--- src/pfd_pkg.sv ---
`timescale 1ns / 1ps
package pfd_pkg;

  // Command codes
  localparam logic [1:0] FUNC_PLOT = 2'd0;
  localparam logic [1:0] FUNC_RECT = 2'd1;
  localparam logic [1:0] FUNC_FILL = 2'd2;
  localparam logic [1:0] FUNC_READ = 2'd3;

  // Pixel color codes (3 sets as well as 1)
  localparam logic [1:0] COLOR_CLEAR  = 2'd0;
  localparam logic [1:0] COLOR_SET    = 2'd1;
  localparam logic [1:0] COLOR_TOGGLE = 2'd2;

  // Rotation codes
  localparam logic [1:0] ROT_0   = 2'd0;
  localparam logic [1:0] ROT_90  = 2'd1;
  localparam logic [1:0] ROT_180 = 2'd2;
  localparam logic [1:0] ROT_270 = 2'd3;

  // Signed width for rotated coordinates: covers -255 .. 1023
  localparam int PIX_W = 11;

  // Microcode step addresses
  localparam int UPC_W = 3;
  localparam logic [UPC_W-1:0] U_IDLE    = 3'd0;
  localparam logic [UPC_W-1:0] U_PIX_RD  = 3'd1;
  localparam logic [UPC_W-1:0] U_PIX_WR  = 3'd2;
  localparam logic [UPC_W-1:0] U_FILL    = 3'd3;
  localparam logic [UPC_W-1:0] U_BYTE_RD = 3'd4;
  localparam logic [UPC_W-1:0] U_DONE    = 3'd5;
  localparam logic [UPC_W-1:0] U_CLEAR   = 3'd6;

  // Jump conditions. When the condition is false:
  //   J_WALK goes back one step, J_SWEEP / J_OUT / J_DISPATCH hold.
  typedef enum logic [2:0] {
    J_NEXT     = 3'd0,
    J_DISPATCH = 3'd1,
    J_WALK     = 3'd2,
    J_SWEEP    = 3'd3,
    J_OUT      = 3'd4
  } jmp_e;

  typedef struct packed {
    logic             take;     // open the input channel
    logic             rd_pix;   // read byte under the walk pixel, latch address and mask
    logic             rd_byte;  // read byte at the command's read index
    logic             wr_pix;   // write modified byte, advance the walk
    logic             wr_fill;  // write fill byte, advance the sweep address
    logic             emit;     // load the result register
    jmp_e             jmp;
    logic [UPC_W-1:0] target;
  } uop_t;

  typedef struct packed {
    logic walk_end;
    logic sweep_end;
    logic out_free;
  } pfd_stat_t;

  function automatic uop_t ucode_rom(input logic [UPC_W-1:0] upc);
    uop_t w;
    w = '0;
    w.jmp = J_NEXT;
    w.target = U_IDLE;
    case (upc)
      U_IDLE: begin
        w.take = 1'b1;
        w.jmp  = J_DISPATCH;
      end
      U_PIX_RD: begin
        w.rd_pix = 1'b1;
        w.jmp    = J_NEXT;
      end
      U_PIX_WR: begin
        w.wr_pix = 1'b1;
        w.jmp    = J_WALK;
        w.target = U_DONE;
      end
      U_FILL: begin
        w.wr_fill = 1'b1;
        w.jmp     = J_SWEEP;
        w.target  = U_DONE;
      end
      U_BYTE_RD: begin
        w.rd_byte = 1'b1;
        w.jmp     = J_NEXT;
      end
      U_DONE: begin
        w.emit   = 1'b1;
        w.jmp    = J_OUT;
        w.target = U_IDLE;
      end
      U_CLEAR: begin
        w.wr_fill = 1'b1;
        w.jmp     = J_SWEEP;
        w.target  = U_IDLE;
      end
      default: begin
        w.jmp    = J_OUT;
        w.target = U_IDLE;
      end
    endcase
    return w;
  endfunction

  function automatic logic [UPC_W-1:0] dispatch(input logic [1:0] func);
    logic [UPC_W-1:0] entry;
    case (func)
      FUNC_PLOT: entry = U_PIX_RD;
      FUNC_RECT: entry = U_PIX_RD;
      FUNC_FILL: entry = U_FILL;
      FUNC_READ: entry = U_BYTE_RD;
      default:   entry = U_IDLE;
    endcase
    return entry;
  endfunction

endpackage

--- src/page_framebuffer_draw.sv ---
`timescale 1ns / 1ps
// Steps after accept: plot reads then writes one byte, read fetches one byte, rectangle reads
// and writes each pixel of the corner-bounded box, fill writes all DEPTH store bytes.
// Throughput: one command at a time; the input reopens the cycle after the result loads.
// Each pixel costs a read and a write on the frame store.
// Reset (async, active low) clears rotation and runs a clearing pass over every byte of the
// store with the input stalled; config writes are taken meanwhile.
module page_framebuffer_draw
  import pfd_pkg::*;
#(
  parameter int PANEL_WIDTH  = 72,
  parameter int PANEL_HEIGHT = 40
) (
  input  logic       clk_i,
  input  logic       rst_ni,
  // Configuration channel: rotation in quarter turns
  input  logic       cfg_valid_i,
  output logic       cfg_ready_o,
  input  logic [1:0] cfg_rotation_i,
  // Command channel
  input  logic       in_valid_i,
  output logic       in_stall_o,
  input  logic [1:0] func_i,
  input  logic [7:0] x_first_i,
  input  logic [7:0] y_first_i,
  input  logic [7:0] x_second_i,
  input  logic [7:0] y_second_i,
  input  logic [1:0] pixel_color_i,
  input  logic       fill_rect_i,
  input  logic       toggle_rect_i,
  input  logic [8:0] read_index_i,
  // Result channel
  output logic       out_valid_o,
  input  logic       out_stall_i,
  output logic [7:0] read_data_o,
  output logic [1:0] func_echo_o
);

  logic [1:0] rotation_q;
  uop_t       uop;
  pfd_stat_t  stat;
  logic       accept;

  // The rotation register takes every config transaction
  assign cfg_ready_o = 1'b1;

  always_ff @(posedge clk_i or negedge rst_ni) begin
    if (!rst_ni) begin
      rotation_q <= ROT_0;
    end else if (cfg_valid_i && cfg_ready_o) begin
      rotation_q <= cfg_rotation_i;
    end
  end

  // Only the idle microcode step opens the command channel
  assign in_stall_o = !uop.take;

  // Microcode sequencer: step counter, control ROM, conditional jumps
  pfd_seq u_seq (
    .clk_i      (clk_i),
    .rst_ni     (rst_ni),
    .in_valid_i (in_valid_i),
    .func_i     (func_i),
    .stat_i     (stat),
    .uop_o      (uop),
    .accept_o   (accept)
  );

  // Walk counters, rotation and address map, frame store, result register
  pfd_datapath #(
    .PANEL_WIDTH  (PANEL_WIDTH),
    .PANEL_HEIGHT (PANEL_HEIGHT)
  ) u_dp (
    .clk_i         (clk_i),
    .rst_ni        (rst_ni),
    .uop_i         (uop),
    .accept_i      (accept),
    .rotation_i    (rotation_q),
    .func_i        (func_i),
    .x_first_i     (x_first_i),
    .y_first_i     (y_first_i),
    .x_second_i    (x_second_i),
    .y_second_i    (y_second_i),
    .pixel_color_i (pixel_color_i),
    .fill_rect_i   (fill_rect_i),
    .toggle_rect_i (toggle_rect_i),
    .read_index_i  (read_index_i),
    .out_stall_i   (out_stall_i),
    .stat_o        (stat),
    .out_valid_o   (out_valid_o),
    .read_data_o   (read_data_o),
    .func_echo_o   (func_echo_o)
  );

endmodule

--- src/pfd_seq.sv ---
`timescale 1ns / 1ps
module pfd_seq
  import pfd_pkg::*;
(
  input  logic       clk_i,
  input  logic       rst_ni,
  input  logic       in_valid_i,
  input  logic [1:0] func_i,
  input  pfd_stat_t  stat_i,
  output uop_t       uop_o,
  output logic       accept_o
);

  logic [UPC_W-1:0] upc_q, upc_d;
  uop_t             uop;

  assign uop      = ucode_rom(upc_q);
  assign uop_o    = uop;
  assign accept_o = uop.take & in_valid_i;

  always_comb begin
    case (uop.jmp)
      J_NEXT:     upc_d = upc_q + UPC_W'(1);
      J_DISPATCH: upc_d = accept_o ? dispatch(func_i) : upc_q;
      J_WALK:     upc_d = stat_i.walk_end ? uop.target : upc_q - UPC_W'(1);
      J_SWEEP:    upc_d = stat_i.sweep_end ? uop.target : upc_q;
      J_OUT:      upc_d = stat_i.out_free ? uop.target : upc_q;
      default:    upc_d = upc_q;
    endcase
  end

  // Start in the clearing sweep after reset
  always_ff @(posedge clk_i or negedge rst_ni) begin
    if (!rst_ni) begin
      upc_q <= U_CLEAR;
    end else begin
      upc_q <= upc_d;
    end
  end

endmodule

--- src/pfd_datapath.sv ---
`timescale 1ns / 1ps
module pfd_datapath
  import pfd_pkg::*;
#(
  parameter int PANEL_WIDTH  = 72,
  parameter int PANEL_HEIGHT = 40
) (
  input  logic       clk_i,
  input  logic       rst_ni,
  input  uop_t       uop_i,
  input  logic       accept_i,
  input  logic [1:0] rotation_i,
  input  logic [1:0] func_i,
  input  logic [7:0] x_first_i,
  input  logic [7:0] y_first_i,
  input  logic [7:0] x_second_i,
  input  logic [7:0] y_second_i,
  input  logic [1:0] pixel_color_i,
  input  logic       fill_rect_i,
  input  logic       toggle_rect_i,
  input  logic [8:0] read_index_i,
  input  logic       out_stall_i,
  output pfd_stat_t  stat_o,
  output logic       out_valid_o,
  output logic [7:0] read_data_o,
  output logic [1:0] func_echo_o
);

  localparam int PAGE_COUNT = (PANEL_HEIGHT + 7) / 8;
  localparam int DEPTH      = PANEL_WIDTH * PAGE_COUNT;
  localparam int AW         = $clog2(DEPTH);
  localparam int CW         = (AW > 9) ? AW : 9;

  // Command registers
  logic [1:0]    func_q;
  logic [1:0]    color_q;
  logic          solid_q;
  logic          fill_ones_q;
  logic [8:0]    rd_idx_q;
  logic          rd_ok_q;
  logic [7:0]    xlo_q, xhi_q, ylo_q, yhi_q, x_q, y_q;
  logic [7:0]    xlo_d, xhi_d, ylo_d, yhi_d;

  // Pixel address path
  logic signed [PIX_W-1:0] xs, ys, px, py;
  logic [PIX_W-1:0]        pxu, pyu, idx_full;
  logic                    hit, edge_px;
  logic [AW-1:0]           pix_addr, pix_addr_q;
  logic [7:0]              mask, mask_q;
  logic                    pix_we_q;

  // Memory
  logic [7:0]    mem [DEPTH];
  logic [7:0]    rdata_q;
  logic [AW-1:0] raddr, waddr, sweep_q;
  logic [CW-1:0] rd_idx_ext;
  logic          mem_we, mem_re;
  logic [7:0]    wdata, pix_wdata;

  // Result register
  logic          out_valid_q;
  logic [7:0]    read_data_q;
  logic [1:0]    func_echo_q;
  logic          out_free, load_out;

  // Order the rectangle corners; a plot uses the first corner for both
  always_comb begin
    if (func_i == FUNC_RECT) begin
      xlo_d = (x_second_i < x_first_i) ? x_second_i : x_first_i;
      xhi_d = (x_second_i < x_first_i) ? x_first_i : x_second_i;
      ylo_d = (y_second_i < y_first_i) ? y_second_i : y_first_i;
      yhi_d = (y_second_i < y_first_i) ? y_first_i : y_second_i;
    end else begin
      xlo_d = x_first_i;
      xhi_d = x_first_i;
      ylo_d = y_first_i;
      yhi_d = y_first_i;
    end
  end

  always_ff @(posedge clk_i) begin
    if (accept_i) begin
      func_q   <= func_i;
      color_q  <= (func_i == FUNC_RECT) ? (toggle_rect_i ? COLOR_TOGGLE : COLOR_SET)
                                        : pixel_color_i;
      solid_q  <= (func_i != FUNC_RECT) | fill_rect_i;
      rd_idx_q <= read_index_i;
      rd_ok_q  <= (CW'(read_index_i) < CW'(DEPTH));
      xlo_q    <= xlo_d;
      xhi_q    <= xhi_d;
      ylo_q    <= ylo_d;
      yhi_q    <= yhi_d;
      x_q      <= xlo_d;
      y_q      <= ylo_d;
    end else if (uop_i.wr_pix) begin
      // Advance the walk row by row
      if (x_q == xhi_q) begin
        x_q <= xlo_q;
        y_q <= y_q + 8'd1;
      end else begin
        x_q <= x_q + 8'd1;
      end
    end
  end

  assign stat_o.walk_end = (x_q == xhi_q) && (y_q == yhi_q);

  // Rotate, then bounds check and map to a page byte
  assign xs = $signed({3'b000, x_q});
  assign ys = $signed({3'b000, y_q});

  always_comb begin
    case (rotation_i)
      ROT_0: begin
        px = xs;
        py = ys;
      end
      ROT_90: begin
        px = ys;
        py = $signed(PIX_W'(PANEL_WIDTH - 1)) - xs;
      end
      ROT_180: begin
        px = $signed(PIX_W'(PANEL_WIDTH - 1)) - xs;
        py = $signed(PIX_W'(PANEL_HEIGHT - 1)) - ys;
      end
      ROT_270: begin
        px = $signed(PIX_W'(PANEL_HEIGHT - 1)) - ys;
        py = xs;
      end
      default: begin
        px = xs;
        py = ys;
      end
    endcase
  end

  assign pxu      = $unsigned(px);
  assign pyu      = $unsigned(py);
  assign hit      = !pxu[PIX_W-1] && (pxu < PIX_W'(PANEL_WIDTH)) &&
                    !pyu[PIX_W-1] && (pyu < PIX_W'(PANEL_HEIGHT));
  assign idx_full = pxu + (pyu >> 3) * PIX_W'(PANEL_WIDTH);
  assign pix_addr = idx_full[AW-1:0];
  assign mask     = 8'd1 << pyu[2:0];
  assign edge_px  = (x_q == xlo_q) || (x_q == xhi_q) || (y_q == ylo_q) || (y_q == yhi_q);

  always_ff @(posedge clk_i) begin
    if (uop_i.rd_pix) begin
      pix_addr_q <= pix_addr;
      mask_q     <= mask;
      pix_we_q   <= hit && (solid_q || edge_px);
    end
  end

  // Sweep address for fill and the clearing pass after reset
  always_ff @(posedge clk_i or negedge rst_ni) begin
    if (!rst_ni) begin
      sweep_q     <= '0;
      fill_ones_q <= 1'b0;
    end else begin
      if (accept_i && (func_i == FUNC_FILL)) begin
        sweep_q     <= '0;
        fill_ones_q <= (pixel_color_i != COLOR_CLEAR);
      end else if (uop_i.wr_fill) begin
        sweep_q <= stat_o.sweep_end ? '0 : sweep_q + AW'(1);
      end
    end
  end

  assign stat_o.sweep_end = (sweep_q == AW'(DEPTH - 1));

  // Read-modify-write of one byte
  always_comb begin
    case (color_q)
      COLOR_CLEAR:  pix_wdata = rdata_q & ~mask_q;
      COLOR_TOGGLE: pix_wdata = rdata_q ^ mask_q;
      default:      pix_wdata = rdata_q | mask_q;
    endcase
  end

  assign rd_idx_ext = CW'(rd_idx_q);
  assign raddr      = uop_i.rd_byte ? rd_idx_ext[AW-1:0] : pix_addr;
  assign mem_re     = uop_i.rd_byte | uop_i.rd_pix;
  assign mem_we     = uop_i.wr_fill | (uop_i.wr_pix & pix_we_q);
  assign waddr      = uop_i.wr_fill ? sweep_q : pix_addr_q;
  assign wdata      = uop_i.wr_fill ? {8{fill_ones_q}} : pix_wdata;

  always_ff @(posedge clk_i) begin
    if (mem_we) begin
      mem[waddr] <= wdata;
    end
    if (mem_re) begin
      rdata_q <= mem[raddr];
    end
  end

  // Result register, free when empty or draining this cycle
  assign out_free        = !out_valid_q || !out_stall_i;
  assign stat_o.out_free = out_free;
  assign load_out        = uop_i.emit & out_free;

  always_ff @(posedge clk_i or negedge rst_ni) begin
    if (!rst_ni) begin
      out_valid_q <= 1'b0;
    end else if (load_out) begin
      out_valid_q <= 1'b1;
    end else if (!out_stall_i) begin
      out_valid_q <= 1'b0;
    end
  end

  always_ff @(posedge clk_i) begin
    if (load_out) begin
      read_data_q <= ((func_q == FUNC_READ) && rd_ok_q) ? rdata_q : 8'd0;
      func_echo_q <= func_q;
    end
  end

  assign out_valid_o = out_valid_q;
  assign read_data_o = read_data_q;
  assign func_echo_o = func_echo_q;

endmodule

--- config.mk ---
export PLATFORM = sky130hd
export DESIGN_NAME = page_framebuffer_draw
export DESIGN_NICKNAME = d
export VERILOG_FILES = /design/src/pfd_pkg.sv /design/src/page_framebuffer_draw.sv /design/src/pfd_seq.sv /design/src/pfd_datapath.sv
export SDC_FILE = /design/constraint.sdc
export NUM_CORES = 2
export LEC_CHECK = 0
export BUFFER_PORTS_ARGS = -buffer_cell sky130_fd_sc_hd__buf_2
export CORE_MARGIN = 4
export CORE_UTILIZATION = 40
export DETAILED_ROUTE_END_ITERATION = 12
export PLACE_DENSITY = 0.6
export SLEW_MARGIN = 20
export SYNTH_ARGS = -nofsm -noshare
export SYNTH_HDL_FRONTEND = slang
export SYNTH_HIERARCHICAL = 1
export SYNTH_SLANG_ARGS = --single-unit
--- constraint.sdc ---
create_clock -name clk_i -period 32.2 [get_ports clk_i]
set_clock_uncertainty 0.2 [all_clocks]
set_input_delay 6.44 -clock clk_i [delete_from_list [all_inputs] [get_ports clk_i]]
set_output_delay 6.44 -clock clk_i [all_outputs]
set_load 0.02 [all_outputs]
==> report_table.html <==
<table>
<tr><th>Metric</th><th>Value</th></tr>
<tr><th colspan="2">Clock network</th></tr>
<tr><td># hold bufs at CTS</td><td>0</td></tr>
<tr><td>Buffer count from post-CTS setup fixing</td><td>0</td></tr>
<tr><td>TritonCTS buffer count</td><td>around 320</td></tr>
<tr><td>TritonCTS clock tree</td><td>done</td></tr>
<tr><td>Clock slew seen by the registers of the worst setup and hold paths</td><td>about 0.060 ns</td></tr>
<tr><td>H-tree level count</td><td>5</td></tr>
<tr><td>Post-cts repair resize count</td><td>0</td></tr>
<tr><td>Number of buffers on the longest clock path</td><td>4</td></tr>
<tr><td>Number of clock sinks</td><td>between 2000 and 3000</td></tr>
<tr><td>Clk_lat worst skew</td><td>0.88 ns</td></tr>
<tr><td>CTS root buffer</td><td>clkbuf_16</td></tr>
<tr><th colspan="2">Placed design</th></tr>
<tr><td>Gpl congestion</td><td>around 0.89</td></tr>
<tr><td>Area after DPL</td><td>roughly 130000 sq um</td></tr>
<tr><td>Port Buffers</td><td>65</td></tr>
<tr><td>Setup slack at placement</td><td>around 23 ns</td></tr>
<tr><td>Cell count after placement</td><td>around 13000</td></tr>
<tr><td>Detailed Place HPWL</td><td>between 200000 and 250000 um</td></tr>
<tr><th colspan="2">Global routing</th></tr>
<tr><td>Vias in the first global route</td><td>74913</td></tr>
<tr><td>Antenna violations before repair</td><td>23</td></tr>
<tr><td>GRT Residual Overflow</td><td>0</td></tr>
<tr><td>Gr usage total</td><td>between 20% and 30%</td></tr>
<tr><td>Pin count of the biggest net entering global routing</td><td>215</td></tr>
<tr><td>Global-route wire length before repair</td><td>~560000 um</td></tr>
<tr><th colspan="2">Timing</th></tr>
<tr><td>Relative slew slack</td><td>roughly 14%</td></tr>
<tr><td>Final WS setup</td><td>approximately 23 ns</td></tr>
<tr><td>Worst Tran Pin Value</td><td>roughly 1.3 ns</td></tr>
<tr><td>Final Max Slew Viols</td><td>0</td></tr>
<tr><td>Final Hold Violating Endpoints</td><td>0</td></tr>
<tr><td>Highest clock frequency the design can meet</td><td>about 0.11 GHz</td></tr>
<tr><td>Final setup viols</td><td>0</td></tr>
<tr><td>Setup repair after global routing missed its margin</td><td>false</td></tr>
<tr><td>Final critical-path required period</td><td>8.90 ns</td></tr>
<tr><td>Hold Slack</td><td>~0.27 ns</td></tr>
<tr><td>TNS Setup</td><td>0 ns</td></tr>
<tr><td>Ratio of final minimum period to clock period</td><td>27.7%</td></tr>
<tr><th colspan="2">Detailed routing</th></tr>
<tr><td>Routed wire per std cell</td><td>30.2 um</td></tr>
<tr><td>Final wirelength</td><td>approximately 400000 um</td></tr>
<tr><td>DRC violation count after routing</td><td>0</td></tr>
<tr><td>Number of vias in the routed layout</td><td>between 80000 and 90000</td></tr>
<tr><td>Number of nets with antenna violations after routing</td><td>0</td></tr>
<tr><td>First-pass iteration count of the detailed router</td><td>8</td></tr>
<tr><td>First DRT Iteration DRCs</td><td>~12000</td></tr>
<tr><td>Vias per Instance</td><td>between 6 and 7</td></tr>
<tr><th colspan="2">Power</th></tr>
<tr><td>Leak pwr</td><td>42.2 nW</td></tr>
<tr><td>Cell internal pwr</td><td>~6.6 mW</td></tr>
<tr><td>Clock network fraction of total power</td><td>roughly 40%</td></tr>
<tr><td>Combinational share of power</td><td>between 10 and 15%</td></tr>
<tr><td>PD cells</td><td>approximately 65 nW/um^2</td></tr>
<tr><td>Tot Pwr</td><td>8.97 mW</td></tr>
<tr><td>Power share of the sequential group</td><td>a little under half</td></tr>
<tr><td>Switching part of the total power</td><td>26.2%</td></tr>
<tr><td>Switching Power</td><td>between 2 and 2.5 mW</td></tr>
<tr><td>Peak VDD IR</td><td>0.0478 mV</td></tr>
<tr><th colspan="2">Floorplanning</th></tr>
<tr><td>Overall die area</td><td>around 320000 sq um</td></tr>
<tr><td>Die X</td><td>roughly 560 um</td></tr>
<tr><td>Core Footprint</td><td>between 300000 and 400000 sq um</td></tr>
<tr><td>Row count</td><td>between 200 and 250</td></tr>
<tr><td>Vert. Die Dim</td><td>between 500 and 600 um</td></tr>
<tr><td>I/O pin count</td><td>between 60 and 70</td></tr>
<tr><td>Initial Utilization</td><td>40.2%</td></tr>
<tr><th colspan="2">Worst setup path</th></tr>
<tr><td>Worst path most repeated cell</td><td>inv_1</td></tr>
<tr><td>Type of the worst setup path</td><td>flop to output port</td></tr>
<tr><td>Biggest cell delay along the critical path</td><td>approximately 0.43 ns</td></tr>
<tr><td>Cell family contributing the most delay on the critical path</td><td>flip-flops</td></tr>
<tr><td>Critical path buffers and inverters</td><td>3</td></tr>
<tr><td>Arrival @ worst endpoint</td><td>about 2.3 ns</td></tr>
<tr><td>Reg2reg setup slack</td><td>24.51 ns</td></tr>
<tr><td>Required time of the critical path</td><td>25.56 ns</td></tr>
<tr><td>Cells traversed along the worst timing path</td><td>inv_1 &gt; ha_1 &gt; nor2b_1 &gt; inv_1 &gt; buf_2</td></tr>
<tr><td>Kind of capture point of the worst setup path</td><td>output port</td></tr>
<tr><td>Worst Path Max Fanout</td><td>9</td></tr>
<tr><td>Category of the worst setup path launch point</td><td>flop</td></tr>
<tr><td>CP max-delay cell</td><td>dfrtp_1</td></tr>
<tr><th colspan="2">Synthesis</th></tr>
<tr><td>Syn Area/Cell</td><td>13.8 sq um</td></tr>
<tr><td>Number of nets in the synthesized netlist</td><td>between 9000 and 10000</td></tr>
<tr><td>Combined area of all synthesized cells</td><td>around 120000 sq um</td></tr>
<tr><td>Synth Instances</td><td>8944</td></tr>
<tr><td>Yosys warnings</td><td>6</td></tr>
<tr><th colspan="2">Finish</th></tr>
<tr><td>Area growth from synthesis to layout</td><td>11.8%</td></tr>
<tr><td>Post-route cell area</td><td>approximately 140000 sq um</td></tr>
<tr><td>Final nets</td><td>approximately 9000</td></tr>
<tr><td>Non-Filler Instances</td><td>about 13000</td></tr>
<tr><td>Fraction of layout cells with a size suffix above 1</td><td>approximately a tenth</td></tr>
<tr><td>Final core utilization</td><td>approximately 45%</td></tr>
<tr><th colspan="2">Run status</th></tr>
<tr><td>Status</td><td>finished, final reports clean</td></tr>
<tr><th colspan="2">Flow run</th></tr>
<tr><td>Max_cap viols</td><td>0</td></tr>
<tr><th colspan="2">Min path</th></tr>
<tr><td>Tightest Hold Check Type</td><td>flop to flop</td></tr>
</table>
-- path summary, 6_finish.rpt --
path | cells after the start | from | end
worst max-delay path | 5 | u_seq/upc_q[0] | in_stall_o
worst min-delay path | 0 | u_dp/func_q[1] | u_dp/func_echo_o[1]
worst max register to register | 17 | u_seq/upc_q[1] | u_dp/rdata_q[1]
worst min register to register | 0 | u_dp/func_q[1] | u_dp/func_echo_o[1]
max in group asynchronous | 1 | rst_ni | u_seq/upc_q[1]
min in group asynchronous | 1 | rst_ni | rotation_q[1]
-- sequential cells by signal, indices dropped and copies added, names as in the netlist, 2 cells and up --
signal	cells
rotation_q	2
u_dp/xlo_q	8
u_dp/rdata_q	8
u_dp/read_data_o	8
u_dp/ylo_q	8
u_dp/func_q	2
u_dp/func_echo_o	2
u_dp/mask_q	8
u_dp/mem	2880
u_dp/color_q	2
u_seq/upc_q	3
u_dp/yhi_q	8
u_dp/sweep_q	9
u_dp/y_q	8
u_dp/x_q	8
u_dp/pix_addr_q	9
u_dp/xhi_q	8
u_dp/rd_idx_ext	9
-- cell type report --
type | instances | area [sq um]
antenna | 11 | 27.5
clock buffer | 404 | 8460
clock inverter | 155 | 1410
fill | 26846 | 169000
inverter | 58 | 218
multi-input combinational | 5259 | 30300
sequential | 2995 | 89900
tap | 4100 | 5130
timing repair buffer | 246 | 2100
-- worst register-to-register path: stages, from the launching register on --
cell and delay [ns]:
dfstp_2 0.55, inv_1 0.09, ha_1 0.32, and2_1 0.22
buf_4 0.27, nor2b_1 0.47, mux2i_4 0.14, buf_12 0.32
nand2_8 0.59, buf_12 0.63, buf_4 0.71, buf_4 0.58
mux4_1 0.40, a2111oi_0 0.88, nor4_1 0.33, a221oi_1 0.34
and3_1 0.32, nor4_1 0.09
-- placed cells by master, fill, tap and decap left out, types with 77 or more instances in the layout --
cell type,n
a21oi_1,178
and3_1,282
nand3_1,620
nand2_1,1990
mux4_2,83
nor2_1,463
clkbuf_1,77
mux2i_1,126
clkbuf_16,326
a211oi_1,215
buf_4,147
o21ai_0,98
a31oi_1,210
a311oi_1,214
edfxtp_1,2979
-- routing by layer --
| metal | GRT usage, % | vias to the layer above | share of wire [%] |
|---|---|---|---|
| li1 | - | 33716 | - |
| met1 | 32.7 | 40689 | 38 |
| met2 | 37.5 | 5000 | 45 |
| met3 | 5.61 | 890 | 11 |
| met4 | 11.8 | 4 | 5.3 |
| met5 | 0.0904 | - | 0.0073 |
-- power by group through the flow --
| stage | registers [mW] | logic [mW] | clock network [mW] |
|---|---|---|---|
| 5_1_grt | 4.22 | 1.24 | 3.76 |
| 3_3_place_gp | 4.31 | 1.15 | 0 |
| 6_report | 4.23 | 1.20 | 3.54 |
| 2_1_floorplan | 4.31 | 0.670 | 0 |
| 3_5_place_dp | 4.31 | 1.16 | 0 |
| 4_1_cts | 4.23 | 1.17 | 3.58 |
(Power assumes the default switching activity.)
